### config.mk
export PLATFORM = sky130hd
export DESIGN_NAME = sorting_bin_servo_door_controller
export DESIGN_NICKNAME = d
export VERILOG_FILES = /design/src/rtl/sbsd_pkg.sv /design/src/rtl/sbsd_core.sv /design/src/rtl/sorting_bin_servo_door_controller.sv
export SDC_FILE = /design/constraint.sdc
export NUM_CORES = 1
export LEC_CHECK = 0
export BUFFER_PORTS_ARGS = -buffer_cell sky130_fd_sc_hd__buf_2
export CORE_MARGIN = 2
export CORE_UTILIZATION = 35
export DETAILED_ROUTE_END_ITERATION = 10
export PLACE_DENSITY = 0.58
export SYNTH_ARGS = -nofsm -noshare
export SYNTH_HDL_FRONTEND = slang
export SYNTH_SLANG_ARGS = --single-unit
### constraint.sdc
create_clock -name clk -period 8.42 [get_ports clk]
set_clock_uncertainty 0.15 [all_clocks]
set_input_delay 0.842 -clock clk [delete_from_list [all_inputs] [get_ports clk]]
set_output_delay 0.842 -clock clk [all_outputs]
set_load 0.05 [all_outputs]
### src/rtl/sbsd_pkg.sv
`default_nettype none
package sbsd_pkg;

	localparam int COUNT_BITS = 10;
	localparam int TIMER_BITS = 20;
	localparam int CMP_BITS   = (COUNT_BITS > 10) ? COUNT_BITS : 10;

	localparam int CFG_INDEX_BITS = 3;
	localparam int CFG_DATA_BITS  = 20;

	localparam logic [CFG_INDEX_BITS-1:0] CFG_PWM_PERIOD       = 3'd0;
	localparam logic [CFG_INDEX_BITS-1:0] CFG_DEBOUNCE_TICKS   = 3'd1;
	localparam logic [CFG_INDEX_BITS-1:0] CFG_DOOR_PHASE_TICKS = 3'd2;
	localparam logic [CFG_INDEX_BITS-1:0] CFG_WIDTH_RECYCLABLE = 3'd3;
	localparam logic [CFG_INDEX_BITS-1:0] CFG_WIDTH_HAZARDOUS  = 3'd4;
	localparam logic [CFG_INDEX_BITS-1:0] CFG_WIDTH_KITCHEN    = 3'd5;
	localparam logic [CFG_INDEX_BITS-1:0] CFG_WIDTH_OTHER      = 3'd6;

	localparam logic [7:0] CHAR_F = 8'h46;
	localparam logic [7:0] CHAR_N = 8'h4E;
	localparam logic [7:0] CHAR_R = 8'h52;
	localparam logic [7:0] CHAR_H = 8'h48;
	localparam logic [7:0] CHAR_K = 8'h4B;
	localparam logic [7:0] CHAR_O = 8'h4F;

	localparam logic [9:0]  RST_PWM_PERIOD       = 10'd400;
	localparam logic [15:0] RST_DEBOUNCE_TICKS   = 16'd1000;
	localparam logic [19:0] RST_DOOR_PHASE_TICKS = 20'd20000;
	localparam logic [9:0]  RST_WIDTH_RECYCLABLE = 10'd8;
	localparam logic [9:0]  RST_WIDTH_HAZARDOUS  = 10'd19;
	localparam logic [9:0]  RST_WIDTH_KITCHEN    = 10'd29;
	localparam logic [9:0]  RST_WIDTH_OTHER      = 10'd36;
	localparam logic [9:0]  RST_PULSE_WIDTH      = 10'd10;

	typedef enum logic [3:0] {
		MODE_IDLE  = 4'b0001,
		MODE_OPEN  = 4'b0010,
		MODE_HOLD  = 4'b0100,
		MODE_CLOSE = 4'b1000
	} mode_t;

	typedef struct packed {
		logic [3:0] sensor_lines;
		logic       rx_valid;
		logic [7:0] rx_byte;
	} in_item_t;

	typedef struct packed {
		logic       servo_level;
		logic       motor_enable;
		logic       dir_open;
		logic       dir_close;
		logic       tx_valid;
		logic [7:0] tx_byte;
		logic       bin_full;
	} out_item_t;

endpackage
`default_nettype wire

### src/rtl/sbsd_core.sv
`default_nettype none
module sbsd_core (
	input  wire                                clk,
	input  wire                                arst_n,
	input  wire                                cfg_we,
	input  wire [sbsd_pkg::CFG_INDEX_BITS-1:0] cfg_index,
	input  wire [sbsd_pkg::CFG_DATA_BITS-1:0]  cfg_data,
	input  wire                                step,
	input  sbsd_pkg::in_item_t                 item,
	output sbsd_pkg::out_item_t                result
);
	import sbsd_pkg::*;

	// configuration
	logic [9:0]  pwm_period_q;
	logic [15:0] debounce_ticks_q;
	logic [19:0] door_phase_ticks_q;
	logic [9:0]  width_r_q, width_h_q, width_k_q, width_o_q;

	// tick state
	logic [COUNT_BITS-1:0] frame_count_q, frame_count_d;
	logic [9:0]            pulse_width_q, pulse_width_d;
	mode_t                 mode_q, mode_d;
	logic [TIMER_BITS-1:0] phase_timer_q, phase_timer_d;
	logic                  last_raw_q, last_raw_d;
	logic                  full_q, full_d;
	logic                  primed_q;
	logic                  pend_valid_q, pend_valid_d;
	logic [7:0]            pend_byte_q, pend_byte_d;
	logic                  en_q, en_d, open_q, open_d, close_q, close_d;
	logic                  deb_busy_q, deb_busy_d;
	logic [15:0]           deb_left_q, deb_left_d;

	logic [COUNT_BITS-1:0] frame_inc;
	logic                  level;
	logic                  raw;
	logic                  resolve_now;
	logic [7:0]            tx;
	logic [TIMER_BITS-1:0] phase_len;
	logic [TIMER_BITS-1:0] phase_cfg;
	logic                  class_hit;
	logic [9:0]            class_width;

	always_ff @(posedge clk or negedge arst_n) begin
		if (!arst_n) begin
			pwm_period_q       <= RST_PWM_PERIOD;
			debounce_ticks_q   <= RST_DEBOUNCE_TICKS;
			door_phase_ticks_q <= RST_DOOR_PHASE_TICKS;
			width_r_q          <= RST_WIDTH_RECYCLABLE;
			width_h_q          <= RST_WIDTH_HAZARDOUS;
			width_k_q          <= RST_WIDTH_KITCHEN;
			width_o_q          <= RST_WIDTH_OTHER;
		end else if (cfg_we) begin
			unique case (cfg_index)
				CFG_PWM_PERIOD:       pwm_period_q       <= cfg_data[9:0];
				CFG_DEBOUNCE_TICKS:   debounce_ticks_q   <= cfg_data[15:0];
				CFG_DOOR_PHASE_TICKS: door_phase_ticks_q <= cfg_data[19:0];
				CFG_WIDTH_RECYCLABLE: width_r_q          <= cfg_data[9:0];
				CFG_WIDTH_HAZARDOUS:  width_h_q          <= cfg_data[9:0];
				CFG_WIDTH_KITCHEN:    width_k_q          <= cfg_data[9:0];
				CFG_WIDTH_OTHER:      width_o_q          <= cfg_data[9:0];
				default: ;
			endcase
		end
	end

	assign phase_cfg = TIMER_BITS'(door_phase_ticks_q);
	assign phase_len = (phase_cfg == '0) ? '0 : phase_cfg - 1'b1;

	// class decode of the pending byte
	always_comb begin
		class_hit   = 1'b1;
		class_width = width_r_q;
		unique case (pend_byte_d)
			CHAR_R:  class_width = width_r_q;
			CHAR_H:  class_width = width_h_q;
			CHAR_K:  class_width = width_k_q;
			CHAR_O:  class_width = width_o_q;
			default: class_hit   = 1'b0;
		endcase
	end

	always_comb begin
		// servo frame
		frame_inc     = frame_count_q + 1'b1;
		level         = CMP_BITS'(frame_inc) <= CMP_BITS'(pulse_width_q);
		frame_count_d = frame_inc;
		if (CMP_BITS'(frame_inc) >= CMP_BITS'(pwm_period_q)) begin
			frame_count_d = '0;
			level         = 1'b1;
		end

		// byte latch, newest wins
		pend_valid_d = pend_valid_q;
		pend_byte_d  = pend_byte_q;
		if (item.rx_valid) begin
			pend_valid_d = 1'b1;
			pend_byte_d  = item.rx_byte;
		end

		raw        = item.sensor_lines != 4'hF;
		last_raw_d = primed_q ? last_raw_q : raw;

		pulse_width_d = pulse_width_q;
		mode_d        = mode_q;
		phase_timer_d = phase_timer_q;
		full_d        = full_q;
		en_d          = en_q;
		open_d        = open_q;
		close_d       = close_q;
		deb_busy_d    = deb_busy_q;
		deb_left_d    = deb_left_q;
		resolve_now   = 1'b0;
		tx            = '0;

		priority if (mode_q != MODE_IDLE) begin
			if (phase_timer_q != '0) begin
				phase_timer_d = phase_timer_q - 1'b1;
			end else begin
				unique case (mode_q)
					MODE_OPEN: begin
						mode_d        = MODE_HOLD;
						en_d          = 1'b0;
						phase_timer_d = phase_len;
					end
					MODE_HOLD: begin
						mode_d        = MODE_CLOSE;
						en_d          = 1'b1;
						open_d        = 1'b0;
						close_d       = 1'b1;
						phase_timer_d = phase_len;
					end
					default: begin
						mode_d        = MODE_IDLE;
						en_d          = 1'b0;
						phase_timer_d = '0;
					end
				endcase
			end
		end else if (deb_busy_q) begin
			deb_left_d  = deb_left_q - 1'b1;
			resolve_now = deb_left_d == '0;
		end else if (raw != last_raw_d) begin
			deb_busy_d  = 1'b1;
			deb_left_d  = debounce_ticks_q;
			resolve_now = debounce_ticks_q == '0;
		end else if (pend_valid_d) begin
			pend_valid_d = 1'b0;
			if (class_hit) begin
				if (full_q) begin
					en_d = 1'b0;
					tx   = CHAR_F;
				end else begin
					pulse_width_d = class_width;
					mode_d        = MODE_OPEN;
					en_d          = 1'b1;
					open_d        = 1'b1;
					close_d       = 1'b0;
					phase_timer_d = phase_len;
				end
			end
		end else begin
			// nothing pending, state holds
		end

		// confirm or drop the sensor change
		if (resolve_now) begin
			deb_busy_d = 1'b0;
			if (raw != last_raw_d) begin
				last_raw_d = raw;
				if (raw && !full_q) begin
					full_d = 1'b1;
					en_d   = 1'b0;
					tx     = CHAR_F;
				end else if (!raw && full_q) begin
					full_d = 1'b0;
					tx     = CHAR_N;
				end
			end
		end
	end

	always_ff @(posedge clk or negedge arst_n) begin
		if (!arst_n) begin
			frame_count_q <= '0;
			pulse_width_q <= RST_PULSE_WIDTH;
			mode_q        <= MODE_IDLE;
			phase_timer_q <= '0;
			last_raw_q    <= 1'b0;
			full_q        <= 1'b0;
			primed_q      <= 1'b0;
			pend_valid_q  <= 1'b0;
			pend_byte_q   <= '0;
			en_q          <= 1'b0;
			open_q        <= 1'b0;
			close_q       <= 1'b0;
			deb_busy_q    <= 1'b0;
			deb_left_q    <= '0;
		end else if (step) begin
			frame_count_q <= frame_count_d;
			pulse_width_q <= pulse_width_d;
			mode_q        <= mode_d;
			phase_timer_q <= phase_timer_d;
			last_raw_q    <= last_raw_d;
			full_q        <= full_d;
			primed_q      <= 1'b1;
			pend_valid_q  <= pend_valid_d;
			pend_byte_q   <= pend_byte_d;
			en_q          <= en_d;
			open_q        <= open_d;
			close_q       <= close_d;
			deb_busy_q    <= deb_busy_d;
			deb_left_q    <= deb_left_d;
		end
	end

	assign result.servo_level  = level;
	assign result.motor_enable = en_d;
	assign result.dir_open     = open_d;
	assign result.dir_close    = close_d;
	assign result.tx_valid     = tx != '0;
	assign result.tx_byte      = tx;
	assign result.bin_full     = full_d;

	a_idle_motor_off: assert property (@(posedge clk) disable iff (!arst_n)
		(mode_q == MODE_IDLE) |-> !en_q)
		else $error("motor enabled while door idle");
	a_dir_exclusive: assert property (@(posedge clk) disable iff (!arst_n)
		!(open_q && close_q))
		else $error("both direction lines high");
	a_debounce_idle: assert property (@(posedge clk) disable iff (!arst_n)
		deb_busy_q |-> (mode_q == MODE_IDLE))
		else $error("debounce running during door sequence");

endmodule
`default_nettype wire

### src/rtl/sorting_bin_servo_door_controller.sv
// a result item is registered when its tick item is accepted, into the skid if the head stalls
// throughput: one tick item per cycle while the skid entry is free;
// the tick state updates in a single pass; a two-entry output stage
// (result register plus skid) absorbs one item while the result side stalls
// reset (arst_n low, asynchronous): all but the payload registers take defaults,
// door idle, motor lines low, no pending byte, sensors not yet sampled
`default_nettype none
module sorting_bin_servo_door_controller (
	input  wire                                clk,
	input  wire                                arst_n,
	input  wire                                cfg_we,
	input  wire [sbsd_pkg::CFG_INDEX_BITS-1:0] cfg_index,
	input  wire [sbsd_pkg::CFG_DATA_BITS-1:0]  cfg_data,
	input  wire                                item_valid,
	output logic                               item_stall,
	input  sbsd_pkg::in_item_t                 item,
	output logic                               result_valid,
	input  wire                                result_stall,
	output sbsd_pkg::out_item_t                result
);
	import sbsd_pkg::*;

	out_item_t step_result;
	out_item_t result_q;
	out_item_t skid_q;
	logic      result_valid_q;
	logic      skid_valid_q;
	logic      push;
	logic      pop;

	// item taken only while the skid entry is free
	assign item_stall = skid_valid_q;
	assign push       = item_valid && !skid_valid_q;
	assign pop        = result_valid_q && !result_stall;

	// all tick processing: servo frame, debounce, command and door sequence
	sbsd_core u_core (
		.clk       (clk),
		.arst_n    (arst_n),
		.cfg_we    (cfg_we),
		.cfg_index (cfg_index),
		.cfg_data  (cfg_data),
		.step      (push),
		.item      (item),
		.result    (step_result)
	);

	// control of the output stage
	always_ff @(posedge clk or negedge arst_n) begin
		if (!arst_n) begin
			result_valid_q <= 1'b0;
			skid_valid_q   <= 1'b0;
		end else if (!result_valid_q || pop) begin
			// head free or leaving: refill from skid first, then from the core
			if (skid_valid_q) begin
				result_valid_q <= 1'b1;
				skid_valid_q   <= 1'b0;
			end else begin
				result_valid_q <= push;
			end
		end else if (push) begin
			// head held by stall: park the new item
			skid_valid_q <= 1'b1;
		end
	end

	// payload of the output stage, no reset needed
	always_ff @(posedge clk) begin
		if (!result_valid_q || pop) begin
			result_q <= skid_valid_q ? skid_q : step_result;
		end else if (push) begin
			skid_q <= step_result;
		end
	end

	assign result_valid = result_valid_q;
	assign result       = result_q;

	// the skid entry is only ever filled behind a waiting head
	a_skid_behind_head: assert property (@(posedge clk) disable iff (!arst_n)
		skid_valid_q |-> result_valid_q)
		else $error("skid entry holds an item with no head item");
	// a stalled result item stays put
	a_result_held: assert property (@(posedge clk) disable iff (!arst_n)
		(result_valid && result_stall) |=> (result_valid && $stable(result)))
		else $error("stalled result item changed or dropped");
	// a parked item waits until the head moves
	a_skid_kept: assert property (@(posedge clk) disable iff (!arst_n)
		(skid_valid_q && !pop) |=> skid_valid_q)
		else $error("skid item lost while head stalled");

endmodule
`default_nettype wire

==> impl_metrics.yaml <==
yosys:
  synth_edf_count: 16
  synthesis.area_mm2: 0.00951
  async_reset_ff_frac: 0.911
  netlist.area_leader.share: 0.360
  postSynthCellCount: 919
  synth-main-ff-cell: "dfrtp_1"
  syn_avg_cell_area_um2: 10.4
  synth_area_leaders: "dfrtp_1 36%, mux2_2 11%, dfstp_2 7.5%"
  yosys.area.top_type: "dfrtp_1"
  yosysWarnings: 0
  ys_seq_elements: 180
  yosysSeqAreaShare: 0.485
  synth_cell_types: 70
critical_path:
  crit_family: "compound AO/OA/AOI/OAI gates"
  critPathSlowestCell: "a2111oi_0"
  path_cells: "and3_1 > and3_1 > and3_1 > nand3_1 > xnor2_1 > ha_1 > a2111oi_0 > a31oi_1 > a2111o_1 > mux2_2"
  critPathKind: "reg -> reg"
  cpPeakStageDelay_ns: 0.55
  crit_arrival_ns: 3.84
  cp_common_cell: "and3_1"
  start_kind: "flip-flop"
  required_ns: 8.47
  rr_worst_depth: 10
  path_depth: 10
  cp_max_fo: 13
  cp_num_buf_inv: 0
  critPathCaptureType: "flip-flop"
floorplanning:
  dieArea_mm2: 0.0285
  rows: 60
  initial_utilization: 0.355
  die_h_um: 169
  coreArea_mm2: 0.0268
  ios: 57
  die_w_um: 169
power_and_ir_drop:
  ir_drop_mv: 0.143
  leakage_uw: 0.00442
  p_per_area_mw_per_mm2: 242
  p_int_uw: 1730
  power_frac_seq: 0.459
  clkPwrFrac: 0.326
  p_sw_frac: 0.337
  p_switching_uw: 878
  p_comb_frac: 0.215
drt:
  post-route-drc-count: 0
  wl_per_cell_um: 17.5
  totalWireLength_um: 23000
  drtIter0Drc: 545
  vias_per_cell: 5.54
  ant_nets: 0
  vias: 7264
  drt_first_pass_iters: 5
place:
  place_hpwl_um: 16100
  port_buffers: 52
  gp_congestion: 0.834
  dpl_cell_area_mm2: 0.0101
  place_ws_ns: 4.63
sta:
  hold_violations: 0
  rsz0062_at_grt: "no"
  maxSlewViolCount: 0
  slew_headroom: 0.245
  fmax_mhz: 264
  finalSetupViolations: 0
  fin_ws_ns: 4.63
  tightest_slew_ns: 1.12
  period_minus_slack_ns: 3.79
  period_share: 0.450
  setup_tns_ns: 0
global_route:
  track_usage: 0.167
  grt_pass1_wl_um: 37600
  grt_pass1_vias: 6937
  grt_overflow_total: 0
  antenna_found_initial: 0
  grt_max_degree: 61
layout:
  antenna_cells: 0
  final_common_cell: "dfrtp_1"
  design_area_mm2: 0.0108
  drive_gt1_frac: 0.241
  final_cell_mix: "137 x dfrtp_1, 90 x mux2_2, 75 x nand2_1, 75 x o21ai_0, 56 x nor2_1"
  fill_cells: 2554
  area_growth_pct: 13.3
  regArea_mm2: 0.00462
  nNetsFinal: 1026
  multiInputGateArea_mm2: 0.00461
worst_hold_path:
  hold_path.class: "in -> async"
clocking:
  cts_buffers: 17
  root_buffer: "clkbuf_16"
  cts_resized: 0
  cts_tree: "yes"
  worstSkewPairLatency_ns: 0.45
  cts_hold_buf: 0
  cts_max_level: 4
  cts_buffer_depth: 2
  postCtsSetupRepairBufs: 0
  clock_sinks: 180
  clk_pin_slew_ns: 0.09
outcome:
  status: "completed"
run:
  max_cap_viol_count: 0
-- per-layer routing --
| metal | share of wire | GRT usage | wire length [um] |
|---|---|---|---|
| met2 | 0.45 | 0.251 | 10300 |
| met4 | 0.010 | 0.0435 | 237 |
| met1 | 0.50 | 0.242 | 11400 |
| met5 | 0 | 0 | 0 |
| met3 | 0.046 | 0.0372 | 1070 |
-- logic make-up after synthesis --
kind of cell,share of synthesized area
fa+ha+maj,0.0355
other cells,0.000394
compound gates,0.147
simple gates,0.164
buf+inv,0.0358
xor+xnor,0.0221
flops,0.485
mux,0.110
-- cells in the mapped netlist, types with 4 or more instances --
cell / number
a21oi_1: 31
a222oi_1: 10
nor3_1: 33
a22oi_1: 5
dfrtp_1: 137
nor4b_1: 4
buf_4: 6
ha_1: 27
nand2b_1: 11
or3_1: 10
or2_2: 6
nand4_1: 7
nor4_1: 19
clkbuf_1: 34
xor2_1: 12
o21ai_0: 75
mux2_2: 90
dfstp_2: 27
nor3b_1: 10
o22ai_1: 25
nand3_1: 28
a21o_1: 11
nand2_1: 75
inv_1: 34
a31oi_1: 15
and3_1: 7
o32ai_1: 5
or4_1: 10
xnor2_1: 12
edfxtp_1: 16
nor2b_1: 4
nor2_1: 56
a22o_1: 13
-- registers in the layout (all words and copies together) (netlist names), 10 cells and up --
register / count
u_core.deb_left_q: 16
u_core.debounce_ticks_q: 16
u_core.door_phase_ticks_q: 20
u_core.frame_count_q: 10
u_core.phase_timer_q: 20
u_core.pulse_width_q: 10
u_core.pwm_period_q: 10
u_core.width_h_q: 10
u_core.width_k_q: 10
u_core.width_o_q: 10
u_core.width_r_q: 10
-- power groups by stage --
stage               Combinational, uW  Sequential (uW)  Clock, uW
global placement                  550             1200          0
floorplan                         416             1180          0
global route                      632             1220        906
detailed placement                560             1210          0
finish                            560             1190        850
CTS                               563             1190        871
-- worst paths after layout --
kind / startpoint / end / slack (ns)
max: u_core.frame_count_q[2] / result[13] / 4.63
min: arst_n / u_core.width_o_q[3] / 0.20
max reg2reg: u_core.frame_count_q[2] / result[13] / 4.63
min reg2reg: u_core.open_q / u_core.open_q / 0.34
max in group asynchronous: arst_n / u_core.pend_byte_q[2] / 6.76
min in group clk: u_core.open_q / u_core.open_q / 0.34
-- cell type report --
cell class,instances,share of cell area
inverters,34,0.0118
clock inverters,15,0.0201
flip-flops and latches,180,0.429
repair buffers,63,0.0324
well taps,341,0.0396
clock buffers,17,0.0395
multi-input cells,662,0.428
-- through the flow --
stage	power, uW	hold WS (ns)	utilization	cells
3_3_place_gp	1750	0.313	0.378	1280
6_report	2600	0.203	0.402	1312
5_1_grt	2760	0.228	0.402	1312
2_1_floorplan	1600	0.300	-	922
4_1_cts	2620	0.215	0.402	1312
3_5_place_dp	1770	0.321	0.378	1280
No activity file was read; power rests on OpenSTA's default activity.
